### src/sv/asn1_string_charset_check_core_macros.svh
// Assertion macros shared by the string character-set checker.
// Depends on nothing; included by the modules that carry assertions.
`ifndef ASN1_STRING_CHARSET_CHECK_CORE_MACROS_SVH
`define ASN1_STRING_CHARSET_CHECK_CORE_MACROS_SVH

// The consequent must hold in the same cycle as the antecedent.
`define ASN1CC_ASSERT_SAME(label, clk, rst, ante, cons, msg) \
   label: assert property (@(posedge clk) disable iff (rst) (ante) |-> (cons)) \
      else $error(msg);

// The consequent must hold in the cycle after the antecedent.
`define ASN1CC_ASSERT_NEXT(label, clk, rst, ante, cons, msg) \
   label: assert property (@(posedge clk) disable iff (rst) (ante) |=> (cons)) \
      else $error(msg);

`endif

### src/sv/asn1cc_pkg.sv
// Types, tag numbers, reason codes and character tables for the string checker.
// Depends on nothing; imported by every module of the block.
package asn1cc_pkg;

   localparam logic [4:0] TAG_UTF8      = 5'd12;
   localparam logic [4:0] TAG_PRINTABLE = 5'd19;
   localparam logic [4:0] TAG_T61       = 5'd20;
   localparam logic [4:0] TAG_IA5       = 5'd22;
   localparam logic [4:0] TAG_VISIBLE   = 5'd26;

   typedef enum logic [2:0] {
      RSN_OK    = 3'd0,
      RSN_CLASS = 3'd1,
      RSN_CHAR  = 3'd2,
      RSN_LEAD  = 3'd3,
      RSN_CONT  = 3'd4,
      RSN_TRUNC = 3'd5
   } rsn_type;

   typedef struct packed {
      logic [7:0] data_byte;
      logic [4:0] string_tag;
      logic       is_universal;
      logic       first_byte;
      logic       last_byte;
      logic       empty_string;
   } item_type;

   typedef struct packed {
      logic       in_sequence;
      logic [1:0] continuation_left;
      rsn_type    error_latched;
   } state_type;

   typedef struct packed {
      logic    produce;
      rsn_type reason;
   } result_type;

   localparam state_type STATE_CLEAR = '{1'b0, 2'd0, RSN_OK};

   function automatic logic tag_supported(input logic univ, input logic [4:0] tag);
      return univ && (tag == TAG_UTF8 || tag == TAG_PRINTABLE || tag == TAG_T61 ||
                      tag == TAG_IA5 || tag == TAG_VISIBLE);
   endfunction

   function automatic rsn_type printable_check(input logic [7:0] b);
      rsn_type r;
      if (b == 8'h20) begin
         r = RSN_OK;
      end else if (b < 8'h27 || b > 8'h7a) begin
         r = RSN_CHAR;
      end else if (b == 8'h2a || b == 8'h3b || b == 8'h3c || b == 8'h3e || b == 8'h40) begin
         r = RSN_CHAR;
      end else begin
         r = RSN_OK;
      end
      return r;
   endfunction

endpackage

### src/sv/asn1cc_check.sv
// Per-byte check: applies the string type's rules to one registered word and
// works out the next running state and the result. Uses asn1cc_pkg.
module asn1cc_check
   import asn1cc_pkg::*;
(
   input  item_type   item,
   input  state_type  cur,
   output state_type  nxt,
   output result_type res
);

   state_type base;
   state_type upd;
   rsn_type   r;
   logic      supported;
   logic [7:0] b;

   always_comb begin
      b         = item.data_byte;
      supported = tag_supported(item.is_universal, item.string_tag);
      base      = item.first_byte ? STATE_CLEAR : cur;
      upd       = base;
      r         = base.error_latched;
      if (base.error_latched == RSN_OK) begin
         if (!supported) begin
            r = RSN_CLASS;
         end else if (item.string_tag == TAG_PRINTABLE) begin
            r = printable_check(b);
         end else if (item.string_tag == TAG_UTF8) begin
            if (!base.in_sequence) begin
               if (!b[7]) begin
                  r = RSN_OK;
               end else if (b >= 8'hc2 && b < 8'hd0) begin
                  r                     = RSN_OK;
                  upd.in_sequence       = 1'b1;
                  upd.continuation_left = 2'd1;
               end else if (b >= 8'hd0 && b < 8'hf5) begin
                  r                     = RSN_OK;
                  upd.in_sequence       = 1'b1;
                  upd.continuation_left = b[5:4];
               end else begin
                  r = RSN_LEAD;
               end
            end else if (b[7:6] == 2'b10) begin
               r                     = RSN_OK;
               upd.continuation_left = base.continuation_left - 2'd1;
               if (upd.continuation_left == 2'd0) begin
                  upd.in_sequence = 1'b0;
               end
            end else begin
               r = RSN_CONT;
            end
         end else begin
            r = (b < 8'h20 || b[7]) ? RSN_CHAR : RSN_OK;
         end
         upd.error_latched = r;
      end

      if (item.empty_string) begin
         nxt        = STATE_CLEAR;
         res.produce = 1'b1;
         res.reason  = supported ? RSN_OK : RSN_CLASS;
      end else if (item.last_byte) begin
         nxt         = STATE_CLEAR;
         res.produce = 1'b1;
         res.reason  = (upd.error_latched == RSN_OK && upd.in_sequence) ?
                       RSN_TRUNC : upd.error_latched;
      end else begin
         nxt         = upd;
         res.produce = 1'b0;
         res.reason  = RSN_OK;
      end
   end

endmodule

### src/sv/asn1_string_charset_check_core.sv
// Top level of the ASN.1 string character-set checker: input register, running
// state and result register around asn1cc_check. Uses asn1cc_pkg and the macros header.
//
// The block takes one content byte of an ASN.1 string per word and, on a
// token's last byte or on a zero-length token, gives one result word holding a
// valid flag and a reason code; bytes that end no token give no result. It
// takes one byte per clock cycle for as long as the result side does not
// stall; an accepted byte is held in the input register, then the type check
// and UTF-8 state update run in a single combinational stage into the result
// register. The running UTF-8 state and the first error of the token are held
// between bytes, so a token may be any length. A stall on the result side
// stalls the input side in the same cycle only when a byte that yields a
// result is waiting behind a full result register.
module asn1_string_charset_check_core
   import asn1cc_pkg::*;
(
   input  logic       clock,
   input  logic       reset,
   input  logic       req_valid,
   output logic       req_stall,
   input  logic [7:0] req_data_byte,
   input  logic [4:0] req_string_tag,
   input  logic       req_is_universal,
   input  logic       req_first_byte,
   input  logic       req_last_byte,
   input  logic       req_empty_string,
   output logic       rsp_valid,
   input  logic       rsp_stall,
   output logic       rsp_string_valid,
   output logic [2:0] rsp_fail_reason
);

`include "asn1_string_charset_check_core_macros.svh"

   logic       s1_valid_ff, s1_valid_in;
   item_type   s1_item_ff, s1_item_in;
   state_type  state_ff, state_in;
   logic       rsp_valid_ff, rsp_valid_in;
   rsn_type    reason_ff, reason_in;
   state_type  state_nxt;
   result_type res;
   logic       req_fire;
   logic       s1_fire;
   logic       out_free;

   asn1cc_check u_check (
      .item (s1_item_ff),
      .cur  (state_ff),
      .nxt  (state_nxt),
      .res  (res)
   );

   always_comb begin
      out_free  = !rsp_valid_ff || !rsp_stall;
      s1_fire   = s1_valid_ff && (out_free || !res.produce);
      req_stall = s1_valid_ff && !s1_fire;
      req_fire  = req_valid && !req_stall;

      s1_valid_in = req_fire ? 1'b1 : (s1_fire ? 1'b0 : s1_valid_ff);
      s1_item_in  = req_fire ? '{req_data_byte, req_string_tag, req_is_universal,
                                 req_first_byte, req_last_byte, req_empty_string}
                             : s1_item_ff;
      state_in    = s1_fire ? state_nxt : state_ff;

      if (s1_fire && res.produce) begin
         rsp_valid_in = 1'b1;
         reason_in    = res.reason;
      end else begin
         rsp_valid_in = out_free ? 1'b0 : rsp_valid_ff;
         reason_in    = reason_ff;
      end
   end

   always_ff @(posedge clock) begin
      if (reset) begin
         s1_valid_ff  <= 1'b0;
         state_ff     <= STATE_CLEAR;
         rsp_valid_ff <= 1'b0;
      end else begin
         s1_valid_ff  <= s1_valid_in;
         state_ff     <= state_in;
         rsp_valid_ff <= rsp_valid_in;
      end
   end

   always_ff @(posedge clock) begin
      s1_item_ff <= s1_item_in;
      reason_ff  <= reason_in;
   end

   assign rsp_valid        = rsp_valid_ff;
   assign rsp_fail_reason  = reason_ff;
   assign rsp_string_valid = (reason_ff == RSN_OK);

   `ASN1CC_ASSERT_SAME(a_seq_owes_bytes, clock, reset, state_ff.in_sequence, state_ff.continuation_left != 2'd0, "UTF-8 sequence open with no continuation bytes owed")
   `ASN1CC_ASSERT_NEXT(a_state_cleared, clock, reset, s1_fire && (s1_item_ff.last_byte || s1_item_ff.empty_string), state_ff == STATE_CLEAR, "running state not cleared after a token ended")
   `ASN1CC_ASSERT_NEXT(a_state_holds, clock, reset, !s1_fire, $stable(state_ff), "running state changed with no byte consumed")
   `ASN1CC_ASSERT_NEXT(a_result_loaded, clock, reset, s1_fire && res.produce, rsp_valid_ff && reason_ff == $past(res.reason), "result word not loaded from the finished token")

endmodule

### config.mk
export PLATFORM = sky130hd
export DESIGN_NAME = asn1_string_charset_check_core
export DESIGN_NICKNAME = d
export VERILOG_FILES = /design/src/sv/asn1cc_pkg.sv /design/src/sv/asn1cc_check.sv /design/src/sv/asn1_string_charset_check_core.sv
export VERILOG_INCLUDE_DIRS = /design/src /design/src/sv
export SDC_FILE = /design/constraint.sdc
export NUM_CORES = 1
export LEC_CHECK = 0
export ABC_AREA = 0
export BUFFER_PORTS_ARGS = -buffer_cell sky130_fd_sc_hd__buf_2
export CAP_MARGIN = 0
export CORE_ASPECT_RATIO = 1.4
export CORE_MARGIN = 1
export CORE_UTILIZATION = 45
export DETAILED_ROUTE_END_ITERATION = 16
export GPL_ROUTABILITY_DRIVEN = 0
export GPL_TIMING_DRIVEN = 0
export PLACE_DENSITY = 0.67
export SETUP_SLACK_MARGIN = 0.4
export SLEW_MARGIN = 0
export SYNTH_ARGS = -nofsm -noshare
export SYNTH_HDL_FRONTEND = slang
export SYNTH_SLANG_ARGS = --single-unit
### constraint.sdc
create_clock -name clock -period 3.35 [get_ports clock]
set_input_delay 0.67 -clock clock [delete_from_list [all_inputs] [get_ports clock]]
set_output_delay 0.67 -clock clock [all_outputs]
set_load 0.05 [all_outputs]
; Word-level counts from Yosys, hierarchy flattened
; Index checks and enable logic that the tools add are counted.
[op_classes]
add_sub_neg = 1
magnitude_cmp = 7
mux = 33
n_reduce_logical = 31
eq_ne = 12
[ops]
columns = op, n
row1 = $mux W3, 18
row2 = $eq A8 B6 Y1 const B, 5
row3 = $mux W6, 4
row4 = $eq A5 B5 Y1 const B, 4
row5 = $ge A8 B8 Y1 const B, 2
row6 = $lt A8 B6 Y1 const B, 2
row7 = $lt A8 B8 Y1 const B, 2
row8 = $logic_or A1 B1 Y1, 12
row9 = $logic_not A3 Y1, 3
row10 = $eq A8 B7 Y1 const B, 1
row11 = $gt A8 B7 Y1 const B, 1
row12 = $logic_and A1 B1 Y1, 8
row13 = $mux W4, 2
row14 = $mux W1, 6
row15 = $mux W2, 3
row16 = $eq A5 B4 Y1 const B, 1
row17 = $logic_not A1 Y1, 5
row18 = $reduce_bool A2 Y1, 2
row19 = $eq A2 B2 Y1 const B, 1
row20 = $logic_not A2 Y1, 1
row21 = $sub A2 B1 Y2 const B, 1
[totals]
output_inout_bits = 6
elab_cells = 96
inputBits = 21
reg_bits = 28

; Depth between registers and ports, before layout
; Gate-level depths: netlist (run 1).
[depth]
word_depth = 24
mapped_depth = 8
ltp_nobuf = 8

; Hierarchy
; A second synthesis (run 1) with hierarchy kept.
[unflattened]
cells_unflattened = 154
hier_area_um2 = 1596.5
[by_module_without_submodules]
columns = module, cells_per_inst, n_inst, area_each_um2, seq_area_each_um2
row1 = asn1_string_charset_check_core, 58, 1, 970.9, 760.7
row2 = asn1cc_check, 96, 1, 625.6, 0.0

; Worst setup path after synthesis (run 1)
; Ideal clock, no wire load.
[synth_timing]
path_type = register -> output
startpoint = reg reason_ff[1] (netlist: rsp_fail_reason[1])
endpoint = out rsp_string_valid
required_ps = 2680
arrival_time_ps = 1768
slack_ps = 912
n_path_buf = 0
path_stages_with_launch = 2
cell_sequence = edfxtp_1 -> nor3_1
[synth_via]
elab_chain_len = 1
[synth_lines]
columns = item, line_no
row1 = start: declaration, asn1_string_charset_check_core.sv:39  ; rsn_type reason_ff, reason_in;
row2 = start signal: assignment, asn1_string_charset_check_core.sv:88  ; reason_ff <= reason_in;
row3 = $logic_not A3 Y1, asn1_string_charset_check_core.sv:93  ; assign rsp_string_valid = (reason_ff == RSN_OK);
row4 = end: declaration, asn1_string_charset_check_core.sv:29  ; output logic rsp_string_valid,
; No other way between the ends.

==> results of run 1 <==
## kinds of logic after synthesis
group | Yosys count | synth area share
and+or+nand+nor | 63 | 0.234
muxes | 1 | 0.00665
buffers and inverters | 6 | 0.0166
adders and majority gates | 1 | 0.00831
xor gates and xnor gates | 3 | 0.0175
AOI/OAI and AO/OA | 39 | 0.211
DFF | 28 | 0.505
## layout make-up
type                       count  area [µm²]  share of cell area
multi-input combinational    107         722               0.418
buffer                         3        13.8             0.00797
sequential                    28         761               0.441
inverter                       3        11.3             0.00652
clock buffer                   4        45.0              0.0261
tap                           39        48.8              0.0283
timing repair buffer          25         125              0.0725
## through the flow
stage          hold WS [ns]  utilization  instance area [µm²]
2_1_floorplan         0.449            -                 1510
3_3_place_gp          0.467        0.533                 1680
3_5_place_dp          0.480        0.533                 1680
4_1_cts               0.494        0.547                 1720
5_1_grt               0.503        0.548                 1730
6_report              0.494        0.548                 1730
## final timing paths
path,from,endpoint,cells after the start
max,s1_item_ff[13],rsp_fail_reason[0],7
max reg2reg,s1_item_ff[13],rsp_fail_reason[0],7
min reg2reg,state_ff[4],state_ff[4],2
min,state_ff[4],state_ff[4],2
## power by group
group          internal (mW)  switching, mW
logic                 0.0316         0.0429
registers              0.388         0.0171
clock network         0.0855          0.102
total                  0.506          0.162
## sequential cells by signal, summed over array words and instances, names as in the netlist
register / cells
s1_item_ff: 17
state_ff: 6
rsp_fail_reason: 3
rsp_valid: 1
s1_valid_ff: 1
## metal layers
layer | vias to the layer above | wire length [µm] | part of all wire | global-route usage
met2 | 31 | 1650 | 0.55 | 0.330
li1 | 604 | - | - | -
met3 | 6 | 100 | 0.033 | 0.0327
met1 | 569 | 1190 | 0.39 | 0.217
met5 | - | 0 | 0 | 0
met4 | 0 | 79 | 0.026 | 0.117
## synthesized netlist by cell type (all sizes together), types with 2 or more instances
library cell,number,area share
nor2,16,0.040
o211ai,2,0.013
o2bb2ai,2,0.012
nor3b,3,0.015
and3,2,0.0091
a21oi,9,0.030
nand2b,3,0.012
dfxtp,8,0.11
nor2b,7,0.031
o22ai,2,0.012
edfxtp,20,0.40
nand3,3,0.010
nor3,7,0.023
buf,3,0.0091
o21ba,2,0.013
o21ai,8,0.029
nand4b,2,0.012
inv,3,0.0075
nand2,8,0.020
xor2,2,0.012
nand4,3,0.012
a2bb2oi,2,0.012
## worst max-delay path: cells and delay by family (launching register included)
family | cells | cell delay [ns]
AOI/OAI and AO/OA | 4 | 1.16
buffers and inverters | 1 | 0.18
DFF | 1 | 0.37
and+or+nand+nor | 2 | 0.38
==> flow_results.org, run 1 <==
** Setup path
- Worst stage delay on the critical path :: approximately 0.37 ns
- Cells along the critical path :: buf_2 -> and3_1 -> o32ai_4 -> o211ai_1 -> nor3b_1 -> o221a_2 -> o41ai_2
- STA classifies the critical path endpoint as a flop.
- STA puts the critical path data arrival time at 2.37 ns.
- STA puts the critical path data required time at 3.45 ns.
- Top fanout value on the critical path :: 8
- Cell with the largest stage delay on the worst path :: edfxtp_1
- Kind of launch point of the worst setup path :: flop
- Register-to-Register Setup Slack :: between 1 and 1.5 ns
- The critical path is of the flop to flop type.

** Synthesis
- Post-synthesis cell type count :: 53
- Cell count after synthesis :: 141
- Netlist Area Pre-Place :: 1510 µm²
- In the synthesized netlist the async set-or-reset flop fraction comes to 0.
- In this run, synthesis produced a sequential element count of 28.
- Counting flops with a built-in enable in the synthesized netlist gives 20.
- Of the synthesized area, sequential elements account for 0.505.
- Among all flip-flop cells after synthesis, the most frequent one is edfxtp_1.
- Synth Area per Inst :: 10.7 µm²
- During synthesis, Yosys emitted a total of 0 warnings.
- Counting every net in the synthesized netlist gives 163.

** STA
- Final setup margin :: 1.08 ns
- Setup TNS :: 0 ns
- RSZ-0062 raised after global routing :: false
- Number of setup violations in the final report :: 0
- The total count of hold-check failures in the final report is 0.
- Subtracting the final worst setup slack from the clock period gives around 2.3 ns.
- Maximum clock frequency :: 0.440 GHz
- Clock skew on the completed layout was measured at between 0.005 and 0.006 ns.
- Slew of the pin with the lowest slew margin :: 0.794 ns
- Dividing the final minimum period by the clock period gives 0.679.
- The number of pins exceeding their max-slew limit in the final report is 0.
- The worst pin sits at a relative slew slack of 0.468.

** Layout
- Nets :: 193
- Antenna diode instance count :: 0
- Most frequent cells in the layout :: buf_2, edfxtp_1, nor2_1, a21oi_1
- Compared with the post-synthesis result, the final layout area differs by 14.7%.
- Leaving out fill and tap cells, the most frequent cell in the layout is buf_2.
- Excluding fillers, the count of instances in the completed layout stands at 209.
- The layout has around 300 filler cells.
- Of the cells placed in the final design, the portion with a size suffix greater than 1 is 0.247.

** Die
- The die covers roughly 3600 µm².
- Number of placement rows :: 24
- In this run the horizontal extent of the chip is about 50 µm.
- During I/O placement, the number of pins put on the boundary was 27.
- Area of the core :: approximately 3200 µm²
- Y dimension of the die :: 70.4 µm
- Initial core utilization :: 0.477

** Place
- In this run, placement finished with an instance count of 205.
- Worst slack at placement :: 0.923 ns
- Summed over all nets, the half-perimeter wirelength after detailed placement is 2310 µm.
- In this run the tool buffered the top-level ports with 25 buffer cells.

** CTS
- Post-CTS repair changed the size of 0 cells.
- Worst-Skew Late Latency :: around 0.28 ns
- Clock slew at reported path FFs :: 0.09 ns
- In this run, post-CTS hold repair placed 0 buffers.
- Clock buffer count from CTS :: 3
- Post-CTS setup buffer count :: 0
- CTS saw 28 sinks.
- CTS max path bufs :: 2
- Number of levels the H-tree was split into :: 1
- Cell chosen for the clock root :: clkbuf_8
- Clock tree from TritonCTS :: yes

** Power and ir drop
- Summing internal, switching and leakage power gives 667 µW.
- Leak :: 0.609 nW
- Maximum vdd ir drop :: between 300 and 400 µV
- Power per cell area :: about 390 nW/µm²

** Global routing
- Aggregate global-route resource usage :: 0.193
- Vias in the first global route :: 1,177
- Global-route wire length before repair :: approximately 5100 µm
- Entering global routing, the biggest net connects 18 pins.
- Antenna violations before repair :: 0
- Gr ovfl total :: 0

** Drt
- The final route contains 1,210 vias.
- Wires add up to between 3000 and 4000 µm.
- In the routed design, unresolved DRC markers number 0.
- Starting DRT DRC Count :: 33
- Number of nets with antenna violations after detailed routing :: 0
- In the final routed layout, each cell accounts on average for roughly 14 µm.
- In the routed layout, each cell is associated on average with a via count of 5.79.
- First-pass DRT Iterations :: 4

** Status
- The run finished with clean final reports.

** Run
- Count of max-cap constraint violations :: 0

** Worst hold path
- The tightest min-delay check is of the flop to flop type.
Power figures use the tool's default switching activity.
==> inputs of run 2 (changes only) <==
- ABC_AREA: 0 -> 1
- PLACE_DENSITY: 0.67 -> 0.69
- clock period: 3.35 -> 2 ns (I/O delays scaled with it)
==> run 2 against run 1 <==
Compared with the run above: sequential power is 67% higher; sequential share of layout area is 5.1 points lower; first-iteration DRC count fell by 6.1%; clock skew increased by 0.0033 ns; via count is 14% higher; worst setup slack worse by 0.86 ns; cell area grew 13%; die area grew 2.2%; synthesized cell count grew 45%; critical endpoint unchanged; highest routed layer unchanged.
==> flow_results.org, run 2 <==
** Synthesis
- The mean instance size in the synthesized netlist is 7.51 µm² (-30%).
- Top post-synthesis cells by area :: edfxtp_1, nand2_1, dfxtp_1
- Yosys top cell by area :: edfxtp_1
- The area share of the largest cell type after synthesis came to 0.390 (-0.00876).
- Netlist Area Pre-Place :: 1540 µm² (+2.2%)
- Share of synthesized registers carrying an async set or reset :: 0 (unchanged)
- Syn nets :: 227 (+39%)
- Synth warnings :: 0 (unchanged)
- Commonest cells in the netlist :: nand2_1, nor2_1, inv_1
- The number of synthesized flops with an enable pin is 20 (unchanged).
- Among all cell types in the netlist, the one instantiated most often is nand2_1.
- The share of synthesized area occupied by flip-flops and latches is 0.494 (-0.0111).
- Most used flip-flop cell after synthesis :: edfxtp_1
- The synthesized netlist cell count is 205 (+45%).
- Post-synthesis cell type count :: 21 (-60%)
- The register bit total from synthesis is 28 (unchanged).

** Layout
- More flip-flops sit in one register than any other, and that register is s1_item_ff.
- Compared with the post-synthesis result, the final layout area differs by 27.2%.
- Antenna diode instance count :: 0 (unchanged)
- The share of final-layout standard cells stronger than drive strength 1 came to 0.309 (+0.0616).
- The number of flip-flops under the largest register name is 17 (unchanged).
- Most frequent cells in the layout :: nand2_1, inv_1, nor2_1, buf_2, edfxtp_1
- The number of nets in the final layout is 266 (+38%).
- Leaving out fill and tap cells, the most frequent cell in the layout is nand2_1.
- The area of all placed cells without fillers is 1960 µm² (+13%).
- The count of placed standard cells in the final layout, fillers left out came to 282 (+35%).

** Global routing
- Antenna violations before repair :: 0 (unchanged)
- Aggregate global-route resource usage :: 0.177 (-0.0158)
- The largest net degree at the start of global routing came to 18 (unchanged).
- Global-route wire length before repair :: 5000 µm (-2.7%)
- Gr ovfl total :: 0 (unchanged)
- Vias in the first global route :: 1,240 (+5.4%)

** Setup path
- WS Path Type :: flop to flop
- Crit path top cell by count :: nand2_1
- The worst setup path is captured at a flop.
- Kind of launch point of the worst setup path :: flop
- Worst stage delay on the critical path :: 0.50 ns (+0.13 ns)
- The slowest stage of the critical path belongs to the cell edfxtp_1.
- Launching element of the worst setup path :: s1_item_ff[2]
- Depth of the worst register-to-register path :: 11 (+4)
- Top fanout value on the critical path :: 5 (-3)
- In this run the critical register-to-register path is captured at rsp_fail_reason[0].
- Register-to-Register Setup Slack :: 0.22 ns (-0.86 ns)
- The endpoint arrival time on the critical path is 1.81 ns (-0.56 ns).
- Cells along the critical path :: nor2_2 -> ha_1 -> nand2_1 -> o21ai_0 -> nand3_1 -> nand2_1 -> nor2_1 -> nand2_1 -> nand2_1 -> nand2_1 -> nand2_1
- The startpoint identified for the worst register-to-register timing path is s1_item_ff[2].
- CP Data Required Time :: 2.03 ns (-1.42 ns)

** Power and ir drop
- The static leakage came to 0.853 nW (+40%).
- The total power per unit cell area came to 591 nW/µm² (+53%).
- The peak supply drop came to 446 µV (+13%).

** CTS
- CTS max path bufs :: 2 (unchanged)
- TritonCTS built the clock tree.
- The clock-pin transition on the worst setup and hold timing paths was 0.09 ns (about the same).
- Count of hold buffers inserted by post-cts repair :: 0 (unchanged)
- The clock network latency to the later pin of the worst-skew pair is 0.27 ns (about the same).
- Number of levels the H-tree was split into :: 1 (unchanged)
- Cell chosen for the clock root :: clkbuf_8
- The count of clock tree sinks came to 28 (unchanged).
- The number of buffers created by CTS was 3 (unchanged).

** Drt
- First-pass DRT Iterations :: 4 (unchanged)
- The number of DRC markers after the initial detailed-route iteration was 31 (-6.1%).
- DR vias :: 1,385 (+14%)
- The number of remaining DRC errors was 0 (unchanged).
- Routed wire length per instance :: 10.4 µm (-28%)
- The via density per instance was 4.91 (-15%).
- The number of nets with antenna violations after routing came to 0 (unchanged).
- The total routed wirelength was 2940 µm (-2.6%).

** STA
- The clock tree skew after final layout came to 0.00833 ns (+0.00332 ns).
- The post-layout minimum cycle time came to 1.78 ns (-0.492 ns).
- Number of setup violations in the final report :: 0 (unchanged)
- Maximum clock frequency :: 0.561 GHz (+28%)
- Max_slew headroom :: 0.740 (+0.272)
- The number of pins exceeding their max-slew limit in the final report is 0 (unchanged).
- The post-route fraction of the period consumed by the critical path came to 0.891 (+0.212).
- Setup repair after global routing could not meet its margin everywhere.
- The slew at the pin with the worst max-slew slack came to 0.388 ns (-0.406 ns).
- Final setup margin :: 0.218 ns (-0.858 ns)
- The total count of hold-check failures in the final report was 0 (unchanged).
- The accumulated negative setup slack was 0 ns (unchanged).

** Place
- The placed cell area came to 1740 µm² (+3.7%).
- Worst slack at placement :: 0.193 ns (-0.730 ns)
- Final HPWL from detailed placement :: 2170 µm (-6.2%)
- The number of cells in the design after placement was 269 (+31%).
- The number of port buffers is 25 (unchanged).

** Die
- Number of placement rows :: 24 (unchanged)
- The overall die height came to 71.2 µm (+1.1%).
- The floorplan core area came to 3180 µm² (+0.95%).
- The initial cell density of the core is 0.483 (+0.00611).
- The horizontal die dimension was 51.4 µm (+1.1%).
- Boundary pin count :: 27 (unchanged)
- Overall die area :: 3660 µm² (+2.2%)

** Worst hold path
- Number of cells on the worst hold path :: 1 (-1)
- Hold Startpoint :: req_is_universal
- Worst hold endpoint :: s1_item_ff[3]
- Class of the tightest hold or removal check :: input port to flop

** Status
- The flow ran to the end, and the final reports show no timing, DRC or antenna violations.

** Run
- Count of max-cap constraint violations :: 0 (unchanged)
-- run 2: changes by cell type in the layout (fill, tap and decap cells not counted), moves of 5 or more --
cell,previous run,this run
nor3_1,7,0
nor2_1,16,25
nor2b_1,5,0
nor2_2,0,7
nand3_1,3,12
nand2_1,8,55
inv_1,3,28
nand2_2,0,9
buf_4,0,8
-- run 2: cell families (layout without fill, tap and decap cells) --
logic type | count (synthesis) | count (layout) | synth area share
AOI/OAI and AO/OA | 22 | 22 | 0.0789
adders and majority gates | 1 | 1 | 0.00813
buffers and inverters | 35 | 73 | 0.0854
DFF | 28 | 28 | 0.494
and+or+nand+nor | 119 | 119 | 0.333
-- run 2: critical path: cells and delay by family (launching register included) --
| kind | cells | cell delay (ns) |
|---|---|---|
| compound gates | 1 | 0.19 |
| fa+ha+maj | 1 | 0.17 |
| simple gates | 9 | 0.66 |
| flops | 1 | 0.50 |
-- run 2: how the worst max path moves through the flow --
stage / endpoint / slack, ns / cells after the start
detailed placement: rsp_fail_reason[0] / 0.19 / 10
floorplan: s1_item_ff[0] / 0.30 / 5
global placement: rsp_fail_reason[0] / 0.17 / 10
finish: rsp_fail_reason[0] / 0.22 / 11
CTS: rsp_fail_reason[0] / 0.24 / 10
global route: rsp_fail_reason[0] / 0.07 / 10
-- run 2: cell type report --
cell class                      count  area [µm²]
Fill cell                         312        1230
Sequential cell                    28         762
Multi-Input combinational cell    142         739
Timing Repair Buffer               34         214
Inverter                           34         134
Clock buffer                        4        55.1
Tap cell                           39        48.8
Buffer                              1        3.75
-- run 2: per-layer routing --
metal  vias to the layer above  global-route usage  part of all wire
li1                        730                   -                 -
met1                       616               0.208              0.41
met2                        31               0.319              0.53
met3                         8              0.0194             0.029
met4                         0              0.0721             0.027
met5                         -                   0                 0
-- run 2: repair_timing --
item,4_1_cts,5_1_grt
buffers inserted,3,6
pin swaps,4,5
endpoints found under the setup margin,22,26
gates resized for setup,12,15
endpoints found under the hold margin,0,0
-- run 2: power breakdown --
| group | internal, mW | leakage, nW | switching, mW | total (mW) |
|---|---|---|---|---|
| clock network | 0.176 | 0.0288 | 0.156 | 0.332 |
| logic | 0.0579 | 0.565 | 0.0903 | 0.148 |
| registers | 0.651 | 0.259 | 0.0253 | 0.676 |
| total | 0.884 | 0.853 | 0.272 | 1.16 |
-- run 2: per-stage QoR --
stage | hold slack (ns) | power [mW] | utilization
detailed placement | 0.457 | 0.811 | 0.547
global route | 0.286 | 1.21 | 0.615
floorplan | 0.445 | 0.771 | -
global placement | 0.454 | 0.809 | 0.547
CTS | 0.297 | 1.15 | 0.582
finish | 0.300 | 1.16 | 0.615
==> inputs of run 3 (changes only) <==
- CORE_MARGIN: 1 -> not set
- MAX_ROUTING_LAYER: not set -> met4
- REMOVE_ABC_BUFFERS: not set -> 1
==> run 3 against run 2 <==
Compared with the run above: global-route usage rose by 1.5 points; first-iteration DRC count up 45%; final cell count increased by 1.8%; clock power down 10%.
==> flow_results.org, run 3 (same netlist as run 2, synthesis figures left out) <==
** Drt
- The number of nets with antenna violations after routing came to 0 (unchanged).
- The total routed wirelength is 3190 µm (+8.4%).
- The via count came to 1,430 (+3.2%).
- The number of detailed-route iterations in the first pass came to 4 (unchanged).
- Routed wire length per instance :: 11.1 µm (+6.6%)
- Starting DRT DRC Count :: 45 (+45%)
- # DRC :: 0 (unchanged)
- The via density per instance was 4.98 (+1.5%).

** Layout
- The library cell used most frequently in the layout, excluding fill and tap cells, is nand2_1.
- Leaving out fill and tap cells, the most frequent cells in the layout are nand2_1, inv_1, buf_2, nor2_1, edfxtp_1.
- Total of fill cells in the finished design :: 317 (+1.6%)
- The number of flip-flops under the largest register name was 17 (unchanged).
- The share of final-layout standard cells stronger than drive strength 1 is 0.331 (+0.0220).
- The final core utilization came to 0.621 (+0.00590).
- Storage element area :: 761 µm² (-0.16%)
- Antenna diode instance count :: 0 (unchanged)
- From synthesis to final layout, the design area changed by 28.4%.
- More flip-flops sit in one register than any other, and that register is s1_item_ff.
- The count of placed standard cells in the final layout, fillers left out is 287 (+1.8%).
- Nets :: 271 (+1.9%)
- Combined area of the multi-input logic cells :: 752 µm² (+1.7%)

** CTS
- Clock tree from TritonCTS :: yes
- Clock buffer count from CTS :: 3 (unchanged)
- Clock slew at reported path FFs :: 0.09 ns (about the same)
- Cell chosen for the clock root :: clkbuf_8
- The total number of H-tree levels was 1 (unchanged).
- The count of clock tree sinks was 28 (unchanged).
- CTS max path bufs :: 2 (unchanged)
- Worst-Skew Late Latency :: 0.27 ns (about the same)
- The number of hold buffers added after CTS was 0 (unchanged).

** Global routing
- The largest net degree at the start of global routing was 18 (unchanged).
- Gr ovfl total :: 0 (unchanged)
- Vias in the first global route :: 1,347 (+8.6%)
- Antenna violations before repair :: 0 (unchanged)
- Global-route wire length before repair :: 5320 µm (+6.5%)
- Aggregate global-route resource usage :: 0.193 (+0.0153)

** Power and ir drop
- Combinational share of power :: 0.139 (+0.011)
- The part of the power in the clock network came to 0.264 (-0.023).
- Switching power total :: 274 µW (+0.78%)
- Internal Pwr Total :: 855 µW (-3.3%)
- Power per cell area :: 571 nW/µm² (-3.3%)
- The switching share of power is 0.243 (+0.00759).
- The peak supply drop came to 579 µV (+30%).
- Total power draw :: 1.13 mW (-2.4%)
- Share of total power in sequential cells :: 0.598 (+0.013)
- Leak :: 0.887 nW (+4.0%)

** Die
- The total die area came to 3660 µm² (unchanged).
- Initial core utilization :: 0.483 (unchanged)
- The horizontal die dimension is 51.4 µm (unchanged).
- Number of placement rows :: 24 (unchanged)
- Y dimension of the die :: 71.2 µm (unchanged)
- Area of the core :: 3180 µm² (unchanged)
- Boundary pin count :: 27 (unchanged)

** STA
- The highest clock frequency the design can meet was 0.558 GHz (-0.59%).
- Slew of the pin with the lowest slew margin :: 0.433 ns (+0.0450 ns)
- The number of pins exceeding their max-slew limit in the final report is 0 (unchanged).
- The post-route fraction of the period consumed by the critical path is 0.896 (+0.00532).
- The final hold slack is 0.301 ns (+0.000970 ns).
- The relative max-transition margin is 0.710 (-0.0297).
- The clock tree skew after final layout is 0.00369 ns (-0.00463 ns).
- Number of setup violations in the final report :: 0 (unchanged)
- Final period demand of the worst path :: 1.79 ns (+0.0106 ns)
- The total count of hold-check failures in the final report is 0 (unchanged).
- Setup repair after global routing could not meet its margin everywhere.

** Setup path
- Cell with the largest stage delay on the worst path :: edfxtp_1
- Top fanout value on the critical path :: 4 (-1)
- The endpoint arrival time on the critical path came to 1.82 ns (about the same).
- Worst stage delay on the critical path :: 0.48 ns (-0.02 ns)
- The worst setup path is captured at a flop.
- By startpoint and endpoint, the worst setup path is classified as flop to flop.
- The internal reg-to-reg setup slack was 0.21 ns (about the same).
- Cells along the critical path :: nor2_1 -> nand3b_1 -> inv_1 -> a21oi_1 -> a21oi_2 -> a21oi_2 -> nand2_2 -> nand2_1 -> nand2_1 -> nand2_1
- Worst reg2reg path endpoint :: rsp_fail_reason[0]
- The worst register-to-register path begins at s1_item_ff[6].
- The data required time of the worst path came to 2.02 ns (about the same).
- Kind of launch point of the worst setup path :: flop
- Depth of the worst register-to-register path :: 10 (-1)
- Counting stages on the worst path, the most repeated cell is nand2_1.

** Place
- The number of cells in the design after placement was 269 (unchanged).
- The number of port buffers was 26 (+4.0%).
- The final HPWL from detailed placement is 2200 µm (+1.5%).

** Run
- Count of max-cap constraint violations :: 0 (unchanged)

** Worst hold path
- Number of cells on the worst hold path :: 1 (unchanged)
- The path with the worst hold slack has its endpoint at s1_item_ff[0].
- Class of the tightest hold or removal check :: input port to flop
- The worst hold path begins at req_empty_string.

** Status
- The run finished with clean final reports.
-- run 3: power by group through the flow --
stage	clock (mW)	combinational (mW)	sequential (mW)
global placement	0	0.121	0.685
floorplan	0	0.0723	0.693
global route	0.325	0.174	0.679
detailed placement	0	0.123	0.686
finish	0.298	0.157	0.675
CTS	0.304	0.137	0.674
-- run 3: critical path: cells and delay by family, from the launching register on --
kind	cells	cell delay, ns
and+or+nand+nor	6	0.51
DFF	1	0.48
AOI/OAI and AO/OA	3	0.39
buffers and inverters	1	0.17
-- run 3: repair_timing --
item                                    4_1_cts  5_1_grt
pin swaps                                     2       10
endpoints found under the setup margin       24       26
gates cloned                                  0        0
resized for setup                            16       20
setup buffers                                 5        9
-- run 3: worst max path at each step --
stage	slack, ns	cells after the start	start	endpoint
floorplan	-0.17	1	rsp_fail_reason[1]	rsp_string_valid
global placement	-0.10	6	rsp_stall	s1_item_ff[10]
detailed placement	-0.1	6	rsp_stall	s1_item_ff[10]
CTS	0.26	12	s1_item_ff[5]	rsp_fail_reason[0]
global route	0.10	15	s1_item_ff[11]	rsp_fail_reason[0]
finish	0.21	10	s1_item_ff[6]	rsp_fail_reason[0]
-- run 3: per-layer routing --
layer	track usage	routed length [µm]
met5	-	0
met2	0.343	1790
met4	0.0541	57
met3	0.0258	73
met1	0.220	1270
-- run 3: final cells by class --
type                            instances  area share
Sequential cell                        28       0.385
Multi-Input combinational cell        142       0.381
Timing Repair Buffer                   40       0.122
Tap cell                               39      0.0247
Inverter                               34      0.0646
Clock buffer                            4      0.0228
-- run 3: metrics by stage --
step	area (µm²)	setup TNS (ns)	setup slack, ns
3_5_place_dp	1710	-1.68	-0.0996
6_report	1980	0	0.208
5_1_grt	1980	0	0.103
3_3_place_gp	1710	-1.71	-0.101
2_1_floorplan	1540	-2.54	-0.168
4_1_cts	1850	0	0.261
